[config.mk]
export PLATFORM = sky130hd
export DESIGN_NAME = rvl_depth_decoder_core
export DESIGN_NICKNAME = d
export VERILOG_FILES = /design/src/sv/rvl_pkg.sv /design/src/sv/rvl_nibble_sreg.sv /design/src/sv/rvl_value_asm.sv /design/src/sv/rvl_run_decode.sv /design/src/sv/rvl_depth_decoder_core.sv
export VERILOG_INCLUDE_DIRS = /design/src /design/src/sv
export SDC_FILE = /design/constraint.sdc
export NUM_CORES = 1
export LEC_CHECK = 0
export BUFFER_PORTS_ARGS = -buffer_cell sky130_fd_sc_hd__buf_2
export CORE_ASPECT_RATIO = 0.5
export CORE_MARGIN = 2
export CORE_UTILIZATION = 52
export DETAILED_ROUTE_END_ITERATION = 7
export GPL_TIMING_DRIVEN = 0
export PLACE_DENSITY_LB_ADDON = 0.3
export SLEW_MARGIN = 20
export SYNTH_ARGS = -nofsm -noshare
export SYNTH_HDL_FRONTEND = slang
export SYNTH_HIERARCHICAL = 1
export SYNTH_SLANG_ARGS = --single-unit
[constraint.sdc]
create_clock -name clk -period 8.1 [get_ports clk]
set_input_delay 0 -clock clk [delete_from_list [all_inputs] [get_ports clk]]
set_output_delay 0 -clock clk [all_outputs]
set_load 0.005 [all_outputs]
[src/sv/rvl_depth_decoder_core_defines.svh]
// Assertion macros for the depth decoder RTL.
`ifndef RVL_DEPTH_DECODER_CORE_DEFINES_SVH
`define RVL_DEPTH_DECODER_CORE_DEFINES_SVH

// Same-cycle implication, checked on every rising edge outside reset.
`define RVL_ASSERT_NOW(lbl, ante, cons, msg) \
  lbl: assert property (@(posedge clk) disable iff (rst) (ante) |-> (cons)) \
    else $error(msg);

// Next-cycle implication.
`define RVL_ASSERT_NEXT(lbl, ante, cons, msg) \
  lbl: assert property (@(posedge clk) disable iff (rst) (ante) |=> (cons)) \
    else $error(msg);

`endif

[src/sv/rvl_pkg.sv]
// Shared types and constants of the depth decoder.
package rvl_pkg;

  localparam int WORD_W   = 32;
  localparam int NIB_W    = 4;
  localparam int DIGIT_W  = 3;
  localparam int NIBBLES  = 8;
  localparam int NCNT_W   = 4;
  localparam int POS_W    = 4;
  localparam int ACC_SPAN = DIGIT_W * (2 ** POS_W);
  localparam int PIX_W    = 24;
  localparam int VALUE_W  = 16;

  localparam int COUNT_BITS_DEF = 24;

  localparam logic [PIX_W-1:0]  PIXEL_COUNT_RST = PIX_W'(307200);
  localparam logic [POS_W-1:0]  POS_MAX         = '1;
  localparam logic [NCNT_W-1:0] NIB_FULL        = NCNT_W'(NIBBLES);

  // One run descriptor, minus the end-of-word mark.
  typedef struct packed {
    logic [VALUE_W-1:0] pixel_value;
    logic [PIX_W-1:0]   repeat_count;
    logic               frame_done;
    logic               format_error;
  } res_t;

  // What the run decoder reports for one nibble.
  typedef struct packed {
    logic emit;
    logic ended;
    res_t res;
  } dec_out_t;

endpackage

[src/sv/rvl_nibble_sreg.sv]
// Word shift register: hands out one nibble per cycle while shift is high, top nibble first.
module rvl_nibble_sreg (
  input  logic                              clk,
  input  logic                              rst,
  input  logic                              load,
  input  logic [rvl_pkg::WORD_W-1:0]        word,
  input  logic                              shift,
  input  logic                              flush,
  output logic [rvl_pkg::NIB_W-1:0]         nibble,
  output logic                              avail
);

  logic [rvl_pkg::WORD_W-1:0] sreg;
  logic [rvl_pkg::NCNT_W-1:0] left;

  assign nibble = sreg[rvl_pkg::WORD_W-1 -: rvl_pkg::NIB_W];
  assign avail  = (left != '0);

  always_ff @(posedge clk) begin
    if (rst) begin
      left <= '0;
    end else if (load) begin
      left <= rvl_pkg::NIB_FULL;
    end else if (flush) begin
      left <= '0;
    end else if (shift) begin
      left <= left - rvl_pkg::NCNT_W'(1);
    end
  end

  always_ff @(posedge clk) begin
    if (load) begin
      sreg <= word;
    end else if (shift) begin
      sreg <= {sreg[rvl_pkg::WORD_W-rvl_pkg::NIB_W-1:0], rvl_pkg::NIB_W'(0)};
    end
  end

endmodule

[src/sv/rvl_value_asm.sv]
// Builds one variable-length value from 3-bit digits, lowest digit first.
module rvl_value_asm #(
  parameter int COUNT_BITS = rvl_pkg::COUNT_BITS_DEF
) (
  input  logic                       clk,
  input  logic                       rst,
  input  logic                       clear,
  input  logic                       fire,
  input  logic [rvl_pkg::NIB_W-1:0]  nibble,
  output logic [COUNT_BITS-1:0]      val,
  output logic                       done,
  output logic                       ovf
);

  logic [COUNT_BITS-1:0]        acc;
  logic [rvl_pkg::POS_W-1:0]    pos;
  logic [5:0]                   sh;
  logic [rvl_pkg::ACC_SPAN-1:0] placed;

  always_comb begin
    sh     = 6'(pos) * 6'd3;
    placed = rvl_pkg::ACC_SPAN'(nibble[rvl_pkg::DIGIT_W-1:0]) << sh;
  end

  assign val  = acc | placed[COUNT_BITS-1:0];
  assign ovf  = |placed[rvl_pkg::ACC_SPAN-1:COUNT_BITS];
  assign done = !nibble[rvl_pkg::NIB_W-1];

  always_ff @(posedge clk) begin
    if (rst || clear) begin
      acc <= '0;
      pos <= '0;
    end else if (fire) begin
      if (done) begin
        acc <= '0;
        pos <= '0;
      end else begin
        acc <= val;
        // position saturates so very long values keep dropping high bits
        if (pos != rvl_pkg::POS_MAX) begin
          pos <= pos + rvl_pkg::POS_W'(1);
        end
      end
    end
  end

endmodule

[src/sv/rvl_run_decode.sv]
// Run decoder: zero-run count, nonzero-run count, zigzag deltas; frame bookkeeping.
module rvl_run_decode #(
  parameter int COUNT_BITS = rvl_pkg::COUNT_BITS_DEF
) (
  input  logic                        clk,
  input  logic                        rst,
  input  logic                        cfg_wen,
  input  logic [rvl_pkg::PIX_W-1:0]   cfg_wdata,
  input  logic                        fire,
  input  logic                        val_done,
  input  logic [COUNT_BITS-1:0]       val,
  input  logic                        ovf,
  output rvl_pkg::dec_out_t           dec
);

  localparam int CW = (COUNT_BITS > rvl_pkg::PIX_W) ? COUNT_BITS : rvl_pkg::PIX_W;

  typedef enum logic [2:0] {
    PH_ZERO  = 3'b001,
    PH_NZ    = 3'b010,
    PH_DELTA = 3'b100
  } phase_t;

  phase_t                        phase, phase_next;
  logic [rvl_pkg::PIX_W-1:0]     pixel_count;
  logic [rvl_pkg::PIX_W-1:0]     pixels_left, pixels_left_next;
  logic [rvl_pkg::PIX_W-1:0]     nz_left, nz_left_next;
  logic [rvl_pkg::VALUE_W-1:0]   prev_pix, prev_pix_next;
  logic                          pending, pending_next;

  logic [CW-1:0]                 vx;
  logic                          big;
  logic                          err, err_clamp;
  logic [rvl_pkg::PIX_W-1:0]     cnt, pl_sub, nz_dec;
  logic [rvl_pkg::VALUE_W-1:0]   delta, cur;

  always_comb begin
    vx        = CW'(val);
    big       = vx > CW'(pixels_left);
    cnt       = big ? pixels_left : vx[rvl_pkg::PIX_W-1:0];
    pl_sub    = pixels_left - cnt;
    err       = pending | ovf;
    err_clamp = err | big;
    delta     = vx[rvl_pkg::VALUE_W:1] ^ {rvl_pkg::VALUE_W{vx[0]}};
    cur       = prev_pix + delta;
    nz_dec    = (nz_left != '0) ? nz_left - rvl_pkg::PIX_W'(1) : '0;

    phase_next       = phase;
    pixels_left_next = pixels_left;
    nz_left_next     = nz_left;
    prev_pix_next    = prev_pix;
    pending_next     = pending;
    dec              = '0;

    if (fire) begin
      pending_next = err;
      if (val_done) begin
        case (phase)
          PH_ZERO: begin
            pixels_left_next = pl_sub;
            dec.emit         = (cnt != '0);
            dec.res          = '{pixel_value:  '0,
                                 repeat_count: cnt,
                                 frame_done:   (pl_sub == '0),
                                 format_error: err_clamp};
            pending_next     = dec.emit ? 1'b0 : err_clamp;
            phase_next       = PH_NZ;
          end
          PH_NZ: begin
            pixels_left_next = pl_sub;
            nz_left_next     = cnt;
            pending_next     = err_clamp;
            if (cnt != '0) begin
              phase_next = PH_DELTA;
            end else if (pl_sub == '0) begin
              dec.ended = 1'b1;
            end else begin
              phase_next = PH_ZERO;
            end
          end
          PH_DELTA: begin
            prev_pix_next = cur;
            nz_left_next  = nz_dec;
            dec.emit      = 1'b1;
            dec.res       = '{pixel_value:  cur,
                              repeat_count: rvl_pkg::PIX_W'(1),
                              frame_done:   (nz_dec == '0) && (pixels_left == '0),
                              format_error: err};
            pending_next  = 1'b0;
            if (nz_dec == '0) begin
              if (pixels_left == '0) begin
                dec.ended = 1'b1;
              end else begin
                phase_next = PH_ZERO;
              end
            end
          end
          default: begin
            phase_next = PH_ZERO;
          end
        endcase
      end
    end
  end

  always_ff @(posedge clk) begin
    if (rst) begin
      pixel_count <= rvl_pkg::PIXEL_COUNT_RST;
      phase       <= PH_ZERO;
      pixels_left <= rvl_pkg::PIXEL_COUNT_RST;
      nz_left     <= '0;
      prev_pix    <= '0;
      pending     <= 1'b0;
    end else if (cfg_wen) begin
      // new count also restarts at a frame start
      pixel_count <= cfg_wdata;
      phase       <= PH_ZERO;
      pixels_left <= cfg_wdata;
      nz_left     <= '0;
      prev_pix    <= '0;
      pending     <= 1'b0;
    end else if (dec.ended) begin
      phase       <= PH_ZERO;
      pixels_left <= pixel_count;
      nz_left     <= '0;
      prev_pix    <= '0;
      pending     <= 1'b0;
    end else begin
      phase       <= phase_next;
      pixels_left <= pixels_left_next;
      nz_left     <= nz_left_next;
      prev_pix    <= prev_pix_next;
      pending     <= pending_next;
    end
  end

endmodule

[src/sv/rvl_depth_decoder_core.sv]
// Top level of the depth decoder: nibble-serial decode with a held result and an output register.
//
// Decodes a run-length / zigzag-delta compressed depth stream. Each accepted
// 32-bit stream_word is shifted out one nibble per cycle, top nibble first,
// except while output back-pressure pauses it; after its nibbles the last
// result is released and then the input stall drops, so a new word is taken
// once all nibbles are done and the last result has moved to the output
// register (a word that yields no result has none to release, and a frame
// end drops the rest of the word). Every result is one run descriptor:
// pixel_value with repeat_count (zero runs carry value 0; each delta pixel is
// a run of one).
// Results are held one deep so the last result of a word can carry word_done;
// when the held result and the output register are both occupied and the
// output is not drained, nibble processing pauses, so output stalls back up
// into the input channel. When a frame's pixels are used up the rest of the
// word is dropped as padding and the decoder returns to a frame start. A cfg_wen
// transfer loads pixel_count and restarts at a frame start; write it only while the block is idle.
`include "rvl_depth_decoder_core_defines.svh"

module rvl_depth_decoder_core #(
  parameter int COUNT_BITS = rvl_pkg::COUNT_BITS_DEF
) (
  input  logic                          clk,
  input  logic                          rst,
  // config
  input  logic                          cfg_wen,
  input  logic [rvl_pkg::PIX_W-1:0]     cfg_wdata,
  // input channel
  input  logic                          in_valid,
  output logic                          in_stall,
  input  logic [rvl_pkg::WORD_W-1:0]    stream_word,
  // output channel
  output logic                          out_valid,
  input  logic                          out_stall,
  output logic [rvl_pkg::VALUE_W-1:0]   pixel_value,
  output logic [rvl_pkg::PIX_W-1:0]     repeat_count,
  output logic                          word_done,
  output logic                          frame_done,
  output logic                          format_error
);

  logic                          in_xfer;
  logic [rvl_pkg::NIB_W-1:0]     nibble;
  logic                          nib_avail;
  logic                          out_free;
  logic                          fire;
  logic                          finish;
  logic [COUNT_BITS-1:0]         val;
  logic                          val_done;
  logic                          ovf;
  rvl_pkg::dec_out_t             dec;

  // held result: the newest one, waiting to learn whether it ends the word
  rvl_pkg::res_t                 hold;
  logic                          hold_valid;

  // output slot frees up when empty or when its transfer happens now
  assign out_free = !out_valid || !out_stall;

  // a nibble can go only if a result it makes has somewhere to push the held one
  assign fire   = nib_avail && (!hold_valid || out_free);
  // word finished: release the held result with word_done
  assign finish = !nib_avail && hold_valid && out_free;

  assign in_stall = nib_avail || hold_valid;
  assign in_xfer  = in_valid && !in_stall;

  rvl_nibble_sreg u_sreg (
    .clk    (clk),
    .rst    (rst),
    .load   (in_xfer),
    .word   (stream_word),
    .shift  (fire),
    .flush  (fire && dec.ended),
    .nibble (nibble),
    .avail  (nib_avail)
  );

  rvl_value_asm #(
    .COUNT_BITS (COUNT_BITS)
  ) u_asm (
    .clk    (clk),
    .rst    (rst),
    .clear  (cfg_wen),
    .fire   (fire),
    .nibble (nibble),
    .val    (val),
    .done   (val_done),
    .ovf    (ovf)
  );

  rvl_run_decode #(
    .COUNT_BITS (COUNT_BITS)
  ) u_dec (
    .clk       (clk),
    .rst       (rst),
    .cfg_wen   (cfg_wen),
    .cfg_wdata (cfg_wdata),
    .fire      (fire),
    .val_done  (val_done),
    .val       (val),
    .ovf       (ovf),
    .dec       (dec)
  );

  // hold stage
  always_ff @(posedge clk) begin
    if (rst) begin
      hold_valid <= 1'b0;
    end else if (fire && dec.emit) begin
      hold_valid <= 1'b1;
    end else if (finish) begin
      hold_valid <= 1'b0;
    end
  end

  always_ff @(posedge clk) begin
    if (fire && dec.emit) begin
      hold <= dec.res;
    end
  end

  // output register; loads the held result when a newer one displaces it
  // (not last of word) or when the word is finished (last of word)
  always_ff @(posedge clk) begin
    if (rst) begin
      out_valid <= 1'b0;
    end else if ((fire && dec.emit && hold_valid) || finish) begin
      out_valid <= 1'b1;
    end else if (!out_stall) begin
      out_valid <= 1'b0;
    end
  end

  always_ff @(posedge clk) begin
    if ((fire && dec.emit && hold_valid) || finish) begin
      pixel_value  <= hold.pixel_value;
      repeat_count <= hold.repeat_count;
      frame_done   <= hold.frame_done;
      format_error <= hold.format_error;
      word_done    <= finish;
    end
  end

  // a descriptor never describes an empty run
  `RVL_ASSERT_NOW(a_run_nonempty, out_valid, repeat_count != '0, "empty run at output")
  // a word transfer arms the nibble shifter on the next cycle
  `RVL_ASSERT_NEXT(a_word_armed, in_xfer, nib_avail, "word accepted but no nibbles")
  // end of frame drops the rest of the word
  `RVL_ASSERT_NEXT(a_pad_drop, fire && dec.ended, !nib_avail, "padding not discarded")
  // closing a word presents a result marked as last of word
  `RVL_ASSERT_NEXT(a_word_close, finish, out_valid && word_done, "word end not marked")

endmodule
# --- After elaboration in Yosys (flattened, before gate mapping) ---
# Cells that the tools add are included.
word_totals:
  register_bits: 243
  latch_bits: 0
  ram_bits: 0
  mem_bits_ro: 0
  inputBits: 61
  wordCells: 123
  mem_count: 0
op_classes:
  n_addsub: 5
  mul: 1
  div: 0
  order_cmp: 1
  n_eq_ne: 10
  shift: 1
  n_mux: 37
  bitwise_logic: 6
  n_reduce_logical: 40
op_table:
  columns: ["cell", "count"]
  rows:
  - ["$mux W24", 8]
  - ["$mux W44", 2]
  - ["$pmux W42 S2", 1]
  - ["$logic_not A24 Y1", 3]
  - ["$mux W32", 2]
  - ["$pmux W24 S2", 1]
  - ["$reduce_bool A24 Y1", 2]
  - ["$shl A3 B6 Y48", 1]
  - ["$gt A24 B24 Y1", 1]
  - ["$or A24 B24 Y24", 1]
  - ["$reduce_or A24 Y1", 1]
  - ["$sub A24 B1 Y24 const B", 1]
  - ["$sub A24 B24 Y24", 1]
  - ["$mux W4", 5]
  - ["$add A16 B16 Y16", 1]
  - ["$xor A16 B16 Y16", 1]
  - ["$mux W3", 4]
  - ["$mux W1", 10]
  - ["$pmux W3 S3", 1]
  - ["$reduce_and A3 Y1", 3]
  - ["$reduce_bool A3 Y1", 3]
  - ["$logic_and A1 B1 Y1", 8]
  - ["$mul A4 B2 Y6 const B", 1]
  - ["$ne A2 B1 Y1 const B", 3]
  - ["21 further kinds", 36]

# --- Logic depth before layout (Yosys ltp) ---
# Gate-level depths: netlist (run 1).
depth:
  word_depth: 16
  ltp_mapped: 29
  depth_no_buf: 25

# --- Hierarchy ---
# The synthesis (run 1) kept the hierarchy.
modules_own_cells:
  columns: ["module", "n_inst", "cells_per_inst", "area_each_um2", "seq_area_each_um2"]
  rows:
  - ["rvl_run_decode", 1, 1140, 8204.1, 1841.8]
  - ["rvl_depth_decoder_core", 1, 103, 2683.8, 2592.5]
  - ["rvl_nibble_sreg", 1, 96, 1591.5, 1041.0]
  - ["rvl_value_asm", 1, 145, 1276.2, 560.5]

# --- Worst setup path after synthesis (run 1) ---
# Ideal clock, no wire load.
synth_timing:
  path_type: "reg-to-reg"
  start: "register u_asm/pos[3] (netlist name)"
  end: "register u_dec/pixels_left[5] (netlist name)"
  setup_time_ns: 0.122
  arrival_time_ns: 6.368
  required_time_ns: 7.978
  slack_ns: 1.610
  path_stages_with_launch: 29
  path_cell_list: "dfxtp_1 > buf_4 > nor3b_2 > a21o_1 > clkbuf_1 > buf_1 > inv_1 > ha_1 > nor2b_1 > o211ai_1 > a21oi_1 > o31a_1 > o21ai_1 > clkbuf_1 > nand2_1 > o21ai_0 > ha_1 > fa_1 > nand3b_1 > a211oi_1 > a22oi_1 > o211ai_1 > a21oi_1 > xnor2_1 > or4_1 > nor4_1 > nor3b_2 > buf_4 > a221o_1"
synth_via:
  elab_chain_cells: 14
  elab_cells_between_ends: 22
synth_rtl:
  columns: ["item", "line", "source"]
  rows:
  - ["from (decl)", "rvl_value_asm.sv:16", "logic [rvl_pkg::POS_W-1:0] pos;"]
  - ["from (signal assigned)", "rvl_value_asm.sv:41", "pos <= pos + rvl_pkg::POS_W'(1);"]
  - ["$mul A4 B2 Y6 *", "rvl_value_asm.sv:21", "sh = 6'(pos) * 6'd3;"]
  - ["$shl A3 B6 Y48 *", "rvl_value_asm.sv:22", "placed = rvl_pkg::ACC_SPAN'(nibble[rvl_pkg::DIGIT_W-1:0]) << sh;"]
  - ["$or A24 B24 Y24 *", "rvl_value_asm.sv:25", "assign val = acc | placed[COUNT_BITS-1:0];"]
  - ["net val[0]", "rvl_depth_decoder_core.sv:48", "logic [COUNT_BITS-1:0] val;"]
  - ["$gt A24 B24 Y1", "rvl_run_decode.sv:39", "big = vx > CW'(pixels_left);"]
  - ["$mux W24 *", "rvl_run_decode.sv:40", "cnt = big ? pixels_left : vx[rvl_pkg::PIX_W-1:0];"]
  - ["$sub A24 B24 Y24", "rvl_run_decode.sv:41", "pl_sub = pixels_left - cnt;"]
  - ["$logic_not A24 Y1", "rvl_run_decode.sv:75", "end else if (pl_sub == '0) begin"]
  - ["$mux W1", "rvl_run_decode.sv:75", null]
  - ["$mux W1", "rvl_run_decode.sv:73", "if (cnt != '0) begin"]
  - ["$pmux W1 S2", "rvl_run_decode.sv:58", "case (phase)"]
  - ["$mux W44", "rvl_run_decode.sv:57", "if (val_done) begin"]
  - ["$mux W44", "rvl_run_decode.sv:55", "if (fire) begin"]
  - ["$ne A3 B3 Y1 (no line) (tied with other cells)", null, null]
  - ["$reduce_and A3 Y1 (no line) / $mux W24 (equally long branches)", null, null]
  - ["to (signal assigned)", "rvl_run_decode.sv:110", "pixels_left <= rvl_pkg::PIXEL_COUNT_RST;"]
  - ["to (signal assigned)", "rvl_run_decode.sv:118", "pixels_left <= cfg_wdata;"]
  - ["to (signal assigned)", "rvl_run_decode.sv:124", "pixels_left <= pixel_count;"]
  - ["to (decl)", "rvl_run_decode.sv:26", "logic [rvl_pkg::PIX_W-1:0] pixels_left, pixels_left_next;"]
# The timed path passes the listed nets; every way through them passes the cells marked *. The select of a mux whose other input is x is not followed.
# A chain may end at the register's enable or synchronous reset.

# --- Final worst setup path (run 1) ---
layout_timing:
  start: "register u_asm/pos[0] (netlist name)"
  end: "register u_dec/nz_left[3] (netlist name)"
layout_via:
  elab_chain_cells: 13
  elab_cells_between_ends: 15
layout_rtl:
  columns: ["item", "line", "source"]
  rows:
  - ["$mul A4 B2 Y6 *", "rvl_value_asm.sv:21", null]
  - ["$shl A3 B6 Y48 *", "rvl_value_asm.sv:22", null]
  - ["$or A24 B24 Y24 *", "rvl_value_asm.sv:25", null]
  - ["net val[0]", "rvl_depth_decoder_core.sv:48", null]
  - ["$gt A24 B24 Y1", "rvl_run_decode.sv:39", null]
  - ["$mux W24 *", "rvl_run_decode.sv:40", null]
  - ["$sub A24 B24 Y24", "rvl_run_decode.sv:41", null]
  - ["$logic_not A24 Y1", "rvl_run_decode.sv:75", null]
  - ["$mux W1", "rvl_run_decode.sv:75", null]
  - ["$mux W1", "rvl_run_decode.sv:73", null]
  - ["$pmux W1 S2", "rvl_run_decode.sv:58", null]
  - ["$mux W44", "rvl_run_decode.sv:57", null]
  - ["$mux W44", "rvl_run_decode.sv:55", null]
  - ["$reduce_or A3 Y1 (no line)", null, null]
  - ["to (signal assigned)", "rvl_run_decode.sv:131", "nz_left <= nz_left_next;"]
  - ["to (decl)", "rvl_run_decode.sv:27", "logic [rvl_pkg::PIX_W-1:0] nz_left, nz_left_next;"]
# The timed path passes the listed nets; every way through them passes the cells marked *.

==> results of run 1 <==
flip-flops by register name, indices dropped and copies added (netlist names), 4 cells and up:
name / count
hold: 42
pixel_value: 16
repeat_count: 24
u_asm/acc: 24
u_asm/pos: 4
u_dec/nz_left: 24
u_dec/pixel_count: 24
u_dec/pixels_left: 24
u_dec/prev_pix: 16
u_sreg/left: 4
u_sreg/sreg: 32
layer usage:
metal	vias to the layer above	GRT usage, %
li1	5813	-
met1	5910	44.4
met2	568	43.5
met3	73	6.56
met4	0	6.29
met5	-	0
critical path, delay by kind of cell (launching register included):
kind,cells,cell delay (ns)
DFF,1,0.37
buffers and inverters,6,1.66
adders and majority gates,3,0.93
AOI/OAI and AO/OA,11,2.89
and+or+nand+nor,7,1.47
xor gates and xnor gates,1,0.22
worst max path at each step:
stage,cells past startpoint,startpoint,slack (ns),end
floorplan,28,u_asm/pos[3]$_SDFFE_PP0P_,1.61,u_dec/pixels_left[5]$_SDFFE_PP0P_
global placement,26,u_asm/pos[2]$_SDFFE_PP0P_,-0.39,u_dec/nz_left[2]$_SDFFE_PP0P_
detailed placement,26,u_asm/pos[2]$_SDFFE_PP0P_,-0.55,u_dec/nz_left[3]$_SDFFE_PP0P_
CTS,26,u_asm/pos[2]$_SDFFE_PP0P_,0.03,u_dec/prev_pix[6]$_SDFFE_PP0P_
global route,28,u_asm/pos[0]$_SDFFE_PP0P_,0.01,u_dec/nz_left[3]$_SDFFE_PP0P_
finish,28,u_asm/pos[0]$_SDFFE_PP0P_,0.44,u_dec/nz_left[3]$_SDFFE_PP0P_
power by group through the flow:
stage / combinational [mW] / sequential, mW / clock, mW
CTS: 2.00 / 1.84 / 1.11
global placement: 1.88 / 1.86 / 0
global route: 2.24 / 1.87 / 1.16
finish: 2.05 / 1.84 / 1.09
detailed placement: 1.96 / 1.87 / 0
floorplan: 1.38 / 1.81 / 0
through the flow:
step | util [%] | setup TNS, ns | total power, mW
CTS | 61.5 | 0 | 4.94
detailed placement | 56.2 | -16.79 | 3.83
global placement | 56.1 | -8.66 | 3.73
finish | 61.6 | 0 | 4.99
global route | 61.6 | 0 | 5.27
floorplan | - | 0 | 3.20
cells by family after synthesis:
group           after synthesis
simple gates                522
fa+ha+maj                    71
xor+xnor                     58
mux                          42
compound gates              395
buf+inv                     153
flops                       243
cell type report:
type | count | area [µm²] | area share, %
Clock buffer | 32 | 672 | 4.16
Inverter | 75 | 282 | 1.74
Tap cell | 352 | 440 | 2.73
Multi-Input combinational cell | 1088 | 7110 | 44.1
Buffer | 77 | 357 | 2.21
Clock inverter | 10 | 98.8 | 0.612
Sequential cell | 243 | 6040 | 37.4
Timing Repair Buffer | 166 | 1150 | 7.10
what timing repair did:
action                                  CTS  global route
resized for setup                         3            14
hold buffers                             60             0
hold endpoints to repair                 95             0
buffers inserted                          0             0
endpoints found under the setup margin   63            71
placed cells by master (no fill, tap or decap), types with 28 or more instances in the layout:
cell type	n
sky130_fd_sc_hd__a21oi_1	161
sky130_fd_sc_hd__nor2_1	150
sky130_fd_sc_hd__nand2_1	134
sky130_fd_sc_hd__dfxtp_1	126
sky130_fd_sc_hd__buf_2	120
sky130_fd_sc_hd__edfxtp_1	117
sky130_fd_sc_hd__inv_1	75
sky130_fd_sc_hd__ha_1	69
sky130_fd_sc_hd__dlygate4sd3_1	60
sky130_fd_sc_hd__o21ai_0	55
sky130_fd_sc_hd__clkbuf_1	48
sky130_fd_sc_hd__nor3_1	38
sky130_fd_sc_hd__xor2_1	32
sky130_fd_sc_hd__mux2_2	29
sky130_fd_sc_hd__a21o_1	28
==> run_summary.xml, run 1 <==
<?xml version="1.0" encoding="UTF-8"?>
<metrics>
  <group name="run_status">
    <metric name="outcome" unit="">completed</metric>
  </group>
  <group name="detailed_routing">
    <metric name="top_signal_layer_used" unit="">met4</metric>
    <metric name="wl_met1" unit="mm">18.9</metric>
    <metric name="remaining_drc_errors" unit="">0</metric>
    <metric name="avgViaCountPerCell" unit="">6.05</metric>
    <metric name="met3WireLength" unit="mm">4.24</metric>
    <metric name="avgRoutedWirePerCell" unit="µm">20.3</metric>
    <metric name="routed-via-count" unit="">12400</metric>
    <metric name="antenna_violating_nets_post_route" unit="">0</metric>
    <metric name="drt_iter0_drc" unit="">1413</metric>
    <metric name="routed-wl-met2" unit="mm">17.4</metric>
    <metric name="drtPass1Iterations" unit="">6</metric>
    <metric name="route.final.wire_length" unit="mm">41.5</metric>
  </group>
  <group name="logic_synthesis">
    <metric name="synth-compound-area-share" unit="%">18.7</metric>
    <metric name="synth-simple-area-share" unit="%">19.2</metric>
    <metric name="postSynthAreaPerCell" unit="µm²">9.27</metric>
    <metric name="synth_top_family_by_area" unit="">simple AND/OR/NAND/NOR gates</metric>
    <metric name="yosys.area_share.xor_xnor" unit="%">3.69</metric>
    <metric name="synth_enable_flop_cells" unit="">117</metric>
    <metric name="post_synth_num_cell_types" unit="">89</metric>
    <metric name="ys_dominant_reg_cell" unit="">sky130_fd_sc_hd__dfxtp_1</metric>
    <metric name="synth_largest_area_cell" unit="">sky130_fd_sc_hd__edfxtp_1</metric>
    <metric name="most_repeated_cell_in_the_gate_level_netlist_after_synthesis" unit="">sky130_fd_sc_hd__a21oi_1</metric>
    <metric name="yosys.area.top_type_share" unit="%">25.5</metric>
    <metric name="yosysWarningCount" unit="">6</metric>
    <metric name="synthCells" unit="">1484</metric>
    <metric name="mux_cell_area_share_after_synthesis" unit="%">3.32</metric>
    <metric name="synth-seq-cells" unit="">243</metric>
    <metric name="synth_commonest_cells" unit="">162 x sky130_fd_sc_hd__a21oi_1, 150 x sky130_fd_sc_hd__nor2_1, 134 x sky130_fd_sc_hd__nand2_1</metric>
    <metric name="post_synth_instance_area" unit="µm²">13800</metric>
    <metric name="seq_area_frac_synth" unit="%">43.9</metric>
    <metric name="ys_top_cells_by_area" unit="">sky130_fd_sc_hd__edfxtp_1 26%, sky130_fd_sc_hd__dfxtp_1 18%, sky130_fd_sc_hd__ha_1 6.3%</metric>
    <metric name="synth_async_sr_flop_share" unit="%">0</metric>
    <metric name="post_synthesis_share_of_cell_area_spent_on_full_adders_half_adders_and_majority_gates" unit="%">6.57</metric>
    <metric name="synth.net_count" unit="">1616</metric>
  </group>
  <group name="die">
    <metric name="die_x" unit="µm">234</metric>
    <metric name="number_of_placement_rows" unit="">42</metric>
    <metric name="floorplan.die_area" unit="µm²">27800</metric>
    <metric name="die_height" unit="µm">119</metric>
    <metric name="floorplan.io_pins" unit="">106</metric>
    <metric name="floorplan.core_area" unit="µm²">26200</metric>
    <metric name="initial_core_util" unit="%">52.5</metric>
  </group>
  <group name="power_and_ir_drop">
    <metric name="netSwitchingFraction" unit="%">38.3</metric>
    <metric name="pwr_density_cell" unit="nW/µm²">309</metric>
    <metric name="cellInternalPower" unit="mW">3.08</metric>
    <metric name="combPwrFrac" unit="%">41.2</metric>
    <metric name="share_of_total_power_in_sequential_cells" unit="%">36.9</metric>
    <metric name="max-vdd-ir-drop" unit="V">0.000196</metric>
    <metric name="power_frac_clock" unit="%">21.9</metric>
    <metric name="leakagePower" unit="nW">6.65</metric>
    <metric name="power_dissipated_by_switching_net_loads" unit="mW">1.91</metric>
  </group>
  <group name="place">
    <metric name="port-buffer-count" unit="">105</metric>
    <metric name="dp.final_hpwl" unit="mm">31.0</metric>
    <metric name="detailed_place.area" unit="µm²">14700</metric>
    <metric name="place_inst" unit="">1942</metric>
    <metric name="place.gp.congestion" unit="">0.950</metric>
    <metric name="place_ws" unit="ns">-0.553</metric>
  </group>
  <group name="cts">
    <metric name="worst_setup_hold_path_clk_slew" unit="ns">0.07</metric>
    <metric name="clock_tree.buffer_depth" unit="">3</metric>
    <metric name="tritoncts.num_buffers" unit="">23</metric>
    <metric name="clkLatencyLatePin" unit="ns">0.53</metric>
    <metric name="cts-root-buf" unit="">sky130_fd_sc_hd__clkbuf_16</metric>
    <metric name="cts_num_sinks" unit="">243</metric>
    <metric name="cts_tree" unit="">built</metric>
    <metric name="htree_levels" unit="">1</metric>
  </group>
  <group name="global_routing">
    <metric name="number_of_global_route_vias_before_repair" unit="">11500</metric>
    <metric name="grt_max_degree" unit="">44</metric>
    <metric name="grt_use_total" unit="%">29.6</metric>
    <metric name="grt_overflow" unit="">0</metric>
    <metric name="grt_pass1_wl" unit="mm">63.8</metric>
    <metric name="number_of_antenna_violations_at_the_first_check_in_global_routing" unit="">0</metric>
  </group>
  <group name="timing">
    <metric name="clock.fmax" unit="GHz">0.131</metric>
    <metric name="final_setup_skew" unit="ns">0.0173</metric>
    <metric name="tightest_slew" unit="ns">1.34</metric>
    <metric name="final.min_clock_period" unit="ns">7.66</metric>
    <metric name="finalHoldViolCount" unit="">0</metric>
    <metric name="report.final.setup_viol" unit="">0</metric>
    <metric name="worst_case_setup_margin_in_the_final_layout" unit="ns">0.440</metric>
    <metric name="rsz0062_at_grt" unit="">false</metric>
    <metric name="timing.final.crit_share" unit="%">94.6</metric>
    <metric name="fin_hold_ws" unit="ns">0.0817</metric>
    <metric name="timing.slew.headroom" unit="%">9.63</metric>
    <metric name="final_slew_viol_count" unit="">0</metric>
  </group>
  <group name="worst_hold_path">
    <metric name="worst_hold_path.endpoint" unit="">u_sreg/left[0]$_SDFFE_PP0P_</metric>
    <metric name="hp-class" unit="">in2reg</metric>
    <metric name="hold_path_depth" unit="">6</metric>
    <metric name="min-delay-start" unit="">in_valid</metric>
  </group>
  <group name="cells_and_area">
    <metric name="finish.net_count" unit="">1806</metric>
    <metric name="final_cell_area" unit="µm²">16100</metric>
    <metric name="n_antenna_cell" unit="">0</metric>
    <metric name="flow.area_growth_from_synthesis" unit="%">17.4</metric>
    <metric name="final-instance-count-excl-fill" unit="">2043</metric>
    <metric name="share_of_final_layout_standard_cells_stronger_than_drive_strength_1" unit="%">14.8</metric>
    <metric name="filler_cell_count" unit="">2262</metric>
  </group>
  <group name="worst_setup_path">
    <metric name="r2r-end" unit="">u_dec/nz_left[3]$_SDFFE_PP0P_</metric>
    <metric name="worstSetupEndpointType" unit="">flop</metric>
    <metric name="r2r_slack" unit="ns">0.44</metric>
    <metric name="class_of_the_most_critical_setup_path" unit="">reg2reg</metric>
    <metric name="arrival" unit="ns">8.07</metric>
    <metric name="critical-path-max-stage-delay" unit="ns">0.53</metric>
    <metric name="required_time_worst_endpoint" unit="ns">8.51</metric>
    <metric name="timing.critical_path.from_type" unit="">flop</metric>
    <metric name="crit_path_max_fanout" unit="">10</metric>
    <metric name="rr_worst_depth" unit="">28</metric>
    <metric name="cpMaxStageDelayCell" unit="">sky130_fd_sc_hd__a2111oi_0</metric>
    <metric name="worstReg2RegStart" unit="">u_asm/pos[0]$_SDFFE_PP0P_</metric>
  </group>
  <group name="job">
    <metric name="maxCapViolations" unit="">0</metric>
  </group>
</metrics>
Power figures use the tool's default switching activity.
==> run 2, diff against run 1 <==
- PLACE_DENSITY: not set -> 0.73
- PLACE_DENSITY_LB_ADDON: 0.3 -> not set
==> run_summary.xml, run 2 (synthesis gave the netlist of run 1 again) <==
<?xml version="1.0" encoding="UTF-8"?>
<metrics>
  <group name="run_status">
    <metric name="outcome" unit="">completed</metric>
  </group>
  <group name="die">
    <metric name="number_of_placement_rows" unit="">42</metric>
    <metric name="floorplan.io_pins" unit="">106</metric>
    <metric name="die_x" unit="µm">234</metric>
    <metric name="initial_core_util" unit="%">52.5</metric>
    <metric name="floorplan.core_area" unit="µm²">26200</metric>
    <metric name="floorplan.die_area" unit="µm²">27800</metric>
    <metric name="die_height" unit="µm">119</metric>
  </group>
  <group name="global_routing">
    <metric name="grt_overflow" unit="">0</metric>
    <metric name="number_of_antenna_violations_at_the_first_check_in_global_routing" unit="">0</metric>
    <metric name="number_of_global_route_vias_before_repair" unit="">11500</metric>
    <metric name="grt_max_degree" unit="">44</metric>
    <metric name="grt_pass1_wl" unit="mm">63.9</metric>
    <metric name="grt_use_total" unit="%">29.6</metric>
  </group>
  <group name="cts">
    <metric name="cts_tree" unit="">built</metric>
    <metric name="cts_num_sinks" unit="">243</metric>
    <metric name="clock_tree.buffer_depth" unit="">3</metric>
    <metric name="clkLatencyLatePin" unit="ns">0.54</metric>
    <metric name="htree_levels" unit="">1</metric>
    <metric name="tritoncts.num_buffers" unit="">23</metric>
    <metric name="cts-root-buf" unit="">sky130_fd_sc_hd__clkbuf_16</metric>
    <metric name="worst_setup_hold_path_clk_slew" unit="ns">0.06</metric>
  </group>
  <group name="detailed_routing">
    <metric name="routed-wl-met2" unit="mm">17.3</metric>
    <metric name="antenna_violating_nets_post_route" unit="">0</metric>
    <metric name="route.final.wire_length" unit="mm">41.3</metric>
    <metric name="met3WireLength" unit="mm">4.21</metric>
    <metric name="wl_met1" unit="mm">19.1</metric>
    <metric name="avgViaCountPerCell" unit="">6.01</metric>
    <metric name="routed-via-count" unit="">12300</metric>
    <metric name="remaining_drc_errors" unit="">0</metric>
    <metric name="top_signal_layer_used" unit="">met4</metric>
    <metric name="drtPass1Iterations" unit="">6</metric>
    <metric name="drt_iter0_drc" unit="">1466</metric>
    <metric name="avgRoutedWirePerCell" unit="µm">20.2</metric>
  </group>
  <group name="power_and_ir_drop">
    <metric name="post-layout-total-power" unit="mW">4.95</metric>
    <metric name="power_frac_clock" unit="%">21.4</metric>
    <metric name="pwr_density_cell" unit="nW/µm²">307</metric>
    <metric name="leakagePower" unit="nW">6.62</metric>
    <metric name="max-vdd-ir-drop" unit="V">0.000216</metric>
    <metric name="netSwitchingFraction" unit="%">38.5</metric>
    <metric name="share_of_total_power_in_sequential_cells" unit="%">37.3</metric>
    <metric name="power_dissipated_by_switching_net_loads" unit="mW">1.91</metric>
    <metric name="combPwrFrac" unit="%">41.3</metric>
    <metric name="cellInternalPower" unit="mW">3.05</metric>
  </group>
  <group name="place">
    <metric name="dp.final_hpwl" unit="mm">31.1</metric>
    <metric name="place_ws" unit="ns">-0.467</metric>
    <metric name="port-buffer-count" unit="">105</metric>
    <metric name="detailed_place.area" unit="µm²">14700</metric>
    <metric name="place.gp.congestion" unit="">0.981</metric>
  </group>
  <group name="timing">
    <metric name="final_setup_skew" unit="ns">0.0246</metric>
    <metric name="rsz0062_at_grt" unit="">false</metric>
    <metric name="timing.slew.headroom" unit="%">28.5</metric>
    <metric name="timing.final.crit_share" unit="%">96.9</metric>
    <metric name="final_slew_viol_count" unit="">0</metric>
    <metric name="tightest_slew" unit="ns">1.06</metric>
    <metric name="finalHoldViolCount" unit="">0</metric>
    <metric name="clock.fmax" unit="GHz">0.127</metric>
    <metric name="worst_case_setup_margin_in_the_final_layout" unit="ns">0.254</metric>
    <metric name="setup_total_negative_slack" unit="ns">0</metric>
    <metric name="final.min_clock_period" unit="ns">7.85</metric>
    <metric name="report.final.setup_viol" unit="">0</metric>
  </group>
  <group name="worst_hold_path">
    <metric name="hp-class" unit="">in2reg</metric>
    <metric name="hold_path_depth" unit="">6</metric>
  </group>
  <group name="cells_and_area">
    <metric name="n_antenna_cell" unit="">0</metric>
    <metric name="final_cell_area" unit="µm²">16100</metric>
    <metric name="largest_register_ff_count" unit="">42</metric>
    <metric name="reg.largest.list" unit="">hold x42, u_sreg/sreg x32</metric>
    <metric name="layout_common_cells" unit="">160 x sky130_fd_sc_hd__a21oi_1, 150 x sky130_fd_sc_hd__nor2_1, 134 x sky130_fd_sc_hd__nand2_1</metric>
    <metric name="area_used_by_multi_input_combinational_logic" unit="µm²">7120</metric>
    <metric name="finish.net_count" unit="">1806</metric>
    <metric name="share_of_final_layout_standard_cells_stronger_than_drive_strength_1" unit="%">15.1</metric>
    <metric name="area.sequential" unit="µm²">6040</metric>
    <metric name="register_with_the_most_flip_flops" unit="">hold</metric>
    <metric name="filler_cell_count" unit="">2228</metric>
    <metric name="final_util" unit="%">61.4</metric>
    <metric name="layout.cells.most_common" unit="">sky130_fd_sc_hd__a21oi_1</metric>
    <metric name="flow.area_growth_from_synthesis" unit="%">17.1</metric>
  </group>
  <group name="worst_setup_path">
    <metric name="rr_worst_depth" unit="">24</metric>
    <metric name="worst_path_dominant_cell_family" unit="">compound AO/OA/AOI/OAI gates</metric>
    <metric name="timing.critical_path.from_type" unit="">flop</metric>
    <metric name="cpMaxStageDelayCell" unit="">sky130_fd_sc_hd__a21oi_1</metric>
    <metric name="class_of_the_most_critical_setup_path" unit="">reg2reg</metric>
    <metric name="critical-path-max-stage-delay" unit="ns">0.72</metric>
    <metric name="cp_num_cells" unit="">24</metric>
    <metric name="required_time_worst_endpoint" unit="ns">8.51</metric>
    <metric name="worstSetupEndpointType" unit="">flop</metric>
    <metric name="path_cells" unit="">buf_2 &gt; nor2b_1 &gt; a21o_1 &gt; ha_1 &gt; a21oi_1 &gt; a21boi_0 &gt; o31a_1 &gt; o21ai_1 &gt; clkbuf_2 &gt; nor2_1 &gt; a21oi_1 &gt; ha_1 &gt; and2_1 &gt; a211oi_1 &gt; a21boi_0 &gt; o211ai_1 &gt; a221oi_2 &gt; nand4_1 &gt; nor4_1 &gt; nand4_1 &gt; o21ai_0 &gt; and3_1 &gt; nor3_1 &gt; a221o_1</metric>
    <metric name="crit_path_max_fanout" unit="">10</metric>
    <metric name="arrival" unit="ns">8.26</metric>
    <metric name="cp.buffers_inverters" unit="">2</metric>
  </group>
  <group name="job">
    <metric name="maxCapViolations" unit="">0</metric>
  </group>
</metrics>
run 2: cell types whose count changed in the layout (fill, tap and decap cells not counted), moves of 2 or more:
cell and change:
sky130_fd_sc_hd__clkbuf_1 -3, sky130_fd_sc_hd__clkinvlp_4 +2, sky130_fd_sc_hd__clkbuf_16 -2, sky130_fd_sc_hd__clkinv_2 +2
run 2: path summary, 6_finish.rpt:
kind | to | slack, ns | start
max | u_sreg/left[3]$_SDFFE_PP0P_ | 0.25 | u_asm/pos[1]$_SDFFE_PP0P_
min | u_sreg/left[0]$_SDFFE_PP0P_ | 0.1 | in_valid
max reg2reg | u_sreg/left[3]$_SDFFE_PP0P_ | 0.25 | u_asm/pos[1]$_SDFFE_PP0P_
min reg2reg | repeat_count[11]$_DFFE_PP_ | 0.42 | hold[13]$_DFFE_PP_
run 2: power groups by stage:
stage | combinational [mW] | sequential, mW | clock (mW)
6_report | 2.05 | 1.85 | 1.06
5_1_grt | 2.22 | 1.88 | 1.13
3_3_place_gp | 1.88 | 1.86 | 0
2_1_floorplan | 1.38 | 1.81 | 0
3_5_place_dp | 1.95 | 1.87 | 0
4_1_cts | 1.99 | 1.84 | 1.08
run 2: stage by stage:
| step | hold slack (ns) | std cells |
|---|---|---|
| final | 0.0963 | 2042 |
| after global routing | 0.134 | 2042 |
| after CTS | 0.0815 | 2043 |
| after detailed placement | 0.258 | 1942 |
| after global placement | 0.244 | 1941 |
| after floorplan | 0.0691 | 1484 |
run 2: layer usage:
metal | track usage, % | vias to the layer above
met4 | 5.46 | 0
met3 | 6.47 | 62
met5 | 0 | -
li1 | - | 5822
met1 | 44.5 | 5843
met2 | 43.6 | 551
run 2: timing repair:
item / 4_1_cts / 5_1_grt
setup buffers: 0 / 0
hold buffers: 60 / 0
endpoints found under the hold margin: 95 / 0
setup endpoints to repair: 62 / 72
resized for setup: 3 / 15
gates cloned: 0 / 0
pin swaps: 1 / 1
run 2: layout make-up:
class	instances	share of cell area, %
multi-input cells	1088	44.2
flip-flops and latches	243	37.5
repair buffers	166	7.11
clock buffers	28	3.88
well taps	352	2.73
plain buffers	77	2.21
inverters	75	1.75
clock inverters	13	0.683
run 2: worst reg2reg max path: stages, from the launching register on:
cell                       delay, ns
sky130_fd_sc_hd__dfxtp_1        0.45
sky130_fd_sc_hd__buf_2          0.27
sky130_fd_sc_hd__nor2b_1        0.41
sky130_fd_sc_hd__a21o_1         0.37
sky130_fd_sc_hd__ha_1           0.31
sky130_fd_sc_hd__a21oi_1        0.14
sky130_fd_sc_hd__a21boi_0       0.09
sky130_fd_sc_hd__o31a_1         0.26
sky130_fd_sc_hd__o21ai_1        0.40
sky130_fd_sc_hd__clkbuf_2       0.32
sky130_fd_sc_hd__nor2_1         0.06
sky130_fd_sc_hd__a21oi_1        0.72
sky130_fd_sc_hd__ha_1           0.45
sky130_fd_sc_hd__and2_1         0.19
sky130_fd_sc_hd__a211oi_1       0.38
sky130_fd_sc_hd__a21boi_0       0.38
sky130_fd_sc_hd__o211ai_1       0.21
sky130_fd_sc_hd__a221oi_2       0.27
sky130_fd_sc_hd__nand4_1        0.14
sky130_fd_sc_hd__nor4_1         0.59
sky130_fd_sc_hd__nand4_1        0.33
sky130_fd_sc_hd__o21ai_0        0.35
sky130_fd_sc_hd__and3_1         0.27
sky130_fd_sc_hd__nor3_1         0.07
sky130_fd_sc_hd__a221o_1        0.31
==> run 3, diff against run 2 <==
- MAX_ROUTING_LAYER: not set -> met4
==> run_summary.xml, run 3 (synthesis gave the netlist of run 1 again) <==
<?xml version="1.0" encoding="UTF-8"?>
<metrics>
  <group name="job">
    <metric name="maxCapViolations" unit="">0</metric>
  </group>
  <group name="power_and_ir_drop">
    <metric name="max-vdd-ir-drop" unit="V">0.000255</metric>
    <metric name="power_dissipated_by_switching_net_loads" unit="mW">1.93</metric>
    <metric name="pwr_density_cell" unit="nW/µm²">307</metric>
    <metric name="combPwrFrac" unit="%">41.5</metric>
    <metric name="leakagePower" unit="nW">6.63</metric>
    <metric name="netSwitchingFraction" unit="%">39.0</metric>
    <metric name="cellInternalPower" unit="mW">3.02</metric>
    <metric name="share_of_total_power_in_sequential_cells" unit="%">37.2</metric>
    <metric name="power_frac_clock" unit="%">21.3</metric>
  </group>
  <group name="detailed_routing">
    <metric name="drtPass1Iterations" unit="">7</metric>
    <metric name="drt_iter0_drc" unit="">1472</metric>
    <metric name="avgRoutedWirePerCell" unit="µm">20.4</metric>
    <metric name="antenna_violating_nets_post_route" unit="">0</metric>
    <metric name="avgViaCountPerCell" unit="">6.08</metric>
    <metric name="routed-via-count" unit="">12400</metric>
    <metric name="remaining_drc_errors" unit="">0</metric>
    <metric name="route.final.wire_length" unit="mm">41.6</metric>
  </group>
  <group name="place">
    <metric name="place_inst" unit="">1942</metric>
    <metric name="place.gp.congestion" unit="">0.996</metric>
    <metric name="port-buffer-count" unit="">105</metric>
    <metric name="dp.final_hpwl" unit="mm">31.2</metric>
  </group>
  <group name="cts">
    <metric name="htree_levels" unit="">1</metric>
    <metric name="cts_tree" unit="">built</metric>
    <metric name="cts_setup_buffers" unit="">0</metric>
    <metric name="worst_setup_hold_path_clk_slew" unit="ns">0.07</metric>
    <metric name="cts_num_sinks" unit="">243</metric>
    <metric name="clock_tree.buffer_depth" unit="">3</metric>
    <metric name="cts-root-buf" unit="">sky130_fd_sc_hd__clkbuf_16</metric>
    <metric name="clkLatencyLatePin" unit="ns">0.54</metric>
    <metric name="tritoncts.num_buffers" unit="">23</metric>
  </group>
  <group name="cells_and_area">
    <metric name="area_used_by_multi_input_combinational_logic" unit="µm²">7130</metric>
    <metric name="filler_cell_count" unit="">2210</metric>
    <metric name="area.sequential" unit="µm²">6040</metric>
    <metric name="flow.area_growth_from_synthesis" unit="%">17.2</metric>
    <metric name="finish.net_count" unit="">1806</metric>
    <metric name="n_antenna_cell" unit="">0</metric>
    <metric name="share_of_final_layout_standard_cells_stronger_than_drive_strength_1" unit="%">15.4</metric>
    <metric name="largest_register_ff_count" unit="">42</metric>
    <metric name="register_with_the_most_flip_flops" unit="">hold</metric>
    <metric name="reg.largest.list" unit="">hold x42, u_sreg/sreg x32</metric>
    <metric name="layout_common_cells" unit="">158 x sky130_fd_sc_hd__a21oi_1, 150 x sky130_fd_sc_hd__nor2_1, 134 x sky130_fd_sc_hd__nand2_1</metric>
    <metric name="final-instance-count-excl-fill" unit="">2043</metric>
    <metric name="layout.cells.most_common" unit="">sky130_fd_sc_hd__a21oi_1</metric>
  </group>
  <group name="die">
    <metric name="die_height" unit="µm">119</metric>
    <metric name="die_x" unit="µm">234</metric>
    <metric name="floorplan.io_pins" unit="">106</metric>
    <metric name="number_of_placement_rows" unit="">42</metric>
    <metric name="floorplan.core_area" unit="µm²">26200</metric>
    <metric name="initial_core_util" unit="%">52.5</metric>
    <metric name="floorplan.die_area" unit="µm²">27800</metric>
  </group>
  <group name="worst_setup_path">
    <metric name="timing.critical_path.from_type" unit="">flop</metric>
    <metric name="worstSetupEndpointType" unit="">flop</metric>
    <metric name="cpMaxStageDelayCell" unit="">sky130_fd_sc_hd__o31ai_4</metric>
    <metric name="crit_path_max_fanout" unit="">10</metric>
    <metric name="r2r_slack" unit="ns">0.58</metric>
    <metric name="arrival" unit="ns">7.99</metric>
    <metric name="class_of_the_most_critical_setup_path" unit="">reg2reg</metric>
    <metric name="critical-path-max-stage-delay" unit="ns">0.60</metric>
    <metric name="required_time_worst_endpoint" unit="ns">8.57</metric>
  </group>
  <group name="timing">
    <metric name="timing.slew.headroom" unit="%">30.4</metric>
    <metric name="clock.fmax" unit="GHz">0.133</metric>
    <metric name="final_slew_viol_count" unit="">0</metric>
    <metric name="rsz0062_at_grt" unit="">false</metric>
    <metric name="tightest_slew" unit="ns">1.03</metric>
    <metric name="final.min_clock_period" unit="ns">7.52</metric>
    <metric name="final_setup_skew" unit="ns">0.0210</metric>
    <metric name="report.final.setup_viol" unit="">0</metric>
    <metric name="finalHoldViolCount" unit="">0</metric>
    <metric name="timing.final.crit_share" unit="%">92.8</metric>
    <metric name="fin_hold_ws" unit="ns">0.0701</metric>
    <metric name="setup_total_negative_slack" unit="ns">0</metric>
  </group>
  <group name="global_routing">
    <metric name="grt_max_degree" unit="">44</metric>
    <metric name="grt_overflow" unit="">0</metric>
    <metric name="number_of_antenna_violations_at_the_first_check_in_global_routing" unit="">0</metric>
    <metric name="grt_use_total" unit="%">30.7</metric>
    <metric name="grt_pass1_wl" unit="mm">64.3</metric>
    <metric name="number_of_global_route_vias_before_repair" unit="">11600</metric>
  </group>
  <group name="run_status">
    <metric name="outcome" unit="">completed</metric>
  </group>
  <group name="worst_hold_path">
    <metric name="hp-class" unit="">in2reg</metric>
  </group>
</metrics>
run 3: stage by stage:
step | worst slack [ns] | power [mW] | util [%] | area (µm²)
final | 0.580 | 4.95 | 61.5 | 16100
after global routing | 0.0541 | 5.22 | 61.5 | 16100
after CTS | 0.0296 | 4.91 | 61.3 | 16100
after detailed placement | -0.692 | 3.83 | 56.2 | 14700
after global placement | -0.606 | 3.74 | 56.1 | 14700
after floorplan | 1.61 | 3.20 | - | 13800
run 3: layout make-up:
cell class                 count  share of cell area [%]
multi-input combinational   1088                    44.2
sequential                   243                    37.4
timing repair buffer         166                    7.11
clock buffer                  27                    3.85
tap                          352                    2.73
buffer                        77                    2.21
inverter                      75                    1.75
clock inverter                15                   0.683
run 3: worst paths after layout:
check / startpoint / depth (start not counted) / end
hold reg to reg: hold[35]$_DFFE_PP_ / 0 / pixel_value[9]$_DFFE_PP_
hold / removal: in_valid / 6 / u_sreg/left[1]$_SDFFE_PP0P_
setup / recovery: u_asm/pos[2]$_SDFFE_PP0P_ / 25 / u_dec/pixels_left[10]$_SDFFE_PP0P_
setup reg to reg: u_asm/pos[2]$_SDFFE_PP0P_ / 25 / u_dec/pixels_left[10]$_SDFFE_PP0P_
run 3: critical path, delay by kind of cell, from the launching register on:
family,cells,cell delay (ns)
AO/OA/AOI/OAI,12,3.75
AND/OR/NAND/NOR,7,1.79
buffers and inverters,4,0.95
adder cells (fa/ha/maj),2,0.64
flip-flops,1,0.31
run 3: power groups by stage:
stage | Combinational, mW | Sequential, mW | Clock [mW]
3_3_place_gp | 1.88 | 1.86 | 0
3_5_place_dp | 1.96 | 1.87 | 0
6_report | 2.05 | 1.84 | 1.05
2_1_floorplan | 1.38 | 1.81 | 0
5_1_grt | 2.23 | 1.87 | 1.12
4_1_cts | 2.00 | 1.84 | 1.07
run 3: per-layer routing:
layer / global-route usage [%] / part of all wire [%] / up-vias
met3: 6.20 / 10 / 73
met4: 6.29 / 1.9 / 0
met5: - / 0 / -
met1: 45.6 / 46 / 5935
li1: - / - / 5822
met2: 43.2 / 42 / 598
run 3: timing repair:
| item | 4_1_cts | 5_1_grt |
|---|---|---|
| resized for setup | 3 | 19 |
| hold buffers | 60 | 0 |
| pin swaps | 0 | 0 |
| endpoints found under the setup margin | 66 | 72 |
| endpoints found under the hold margin | 95 | 0 |
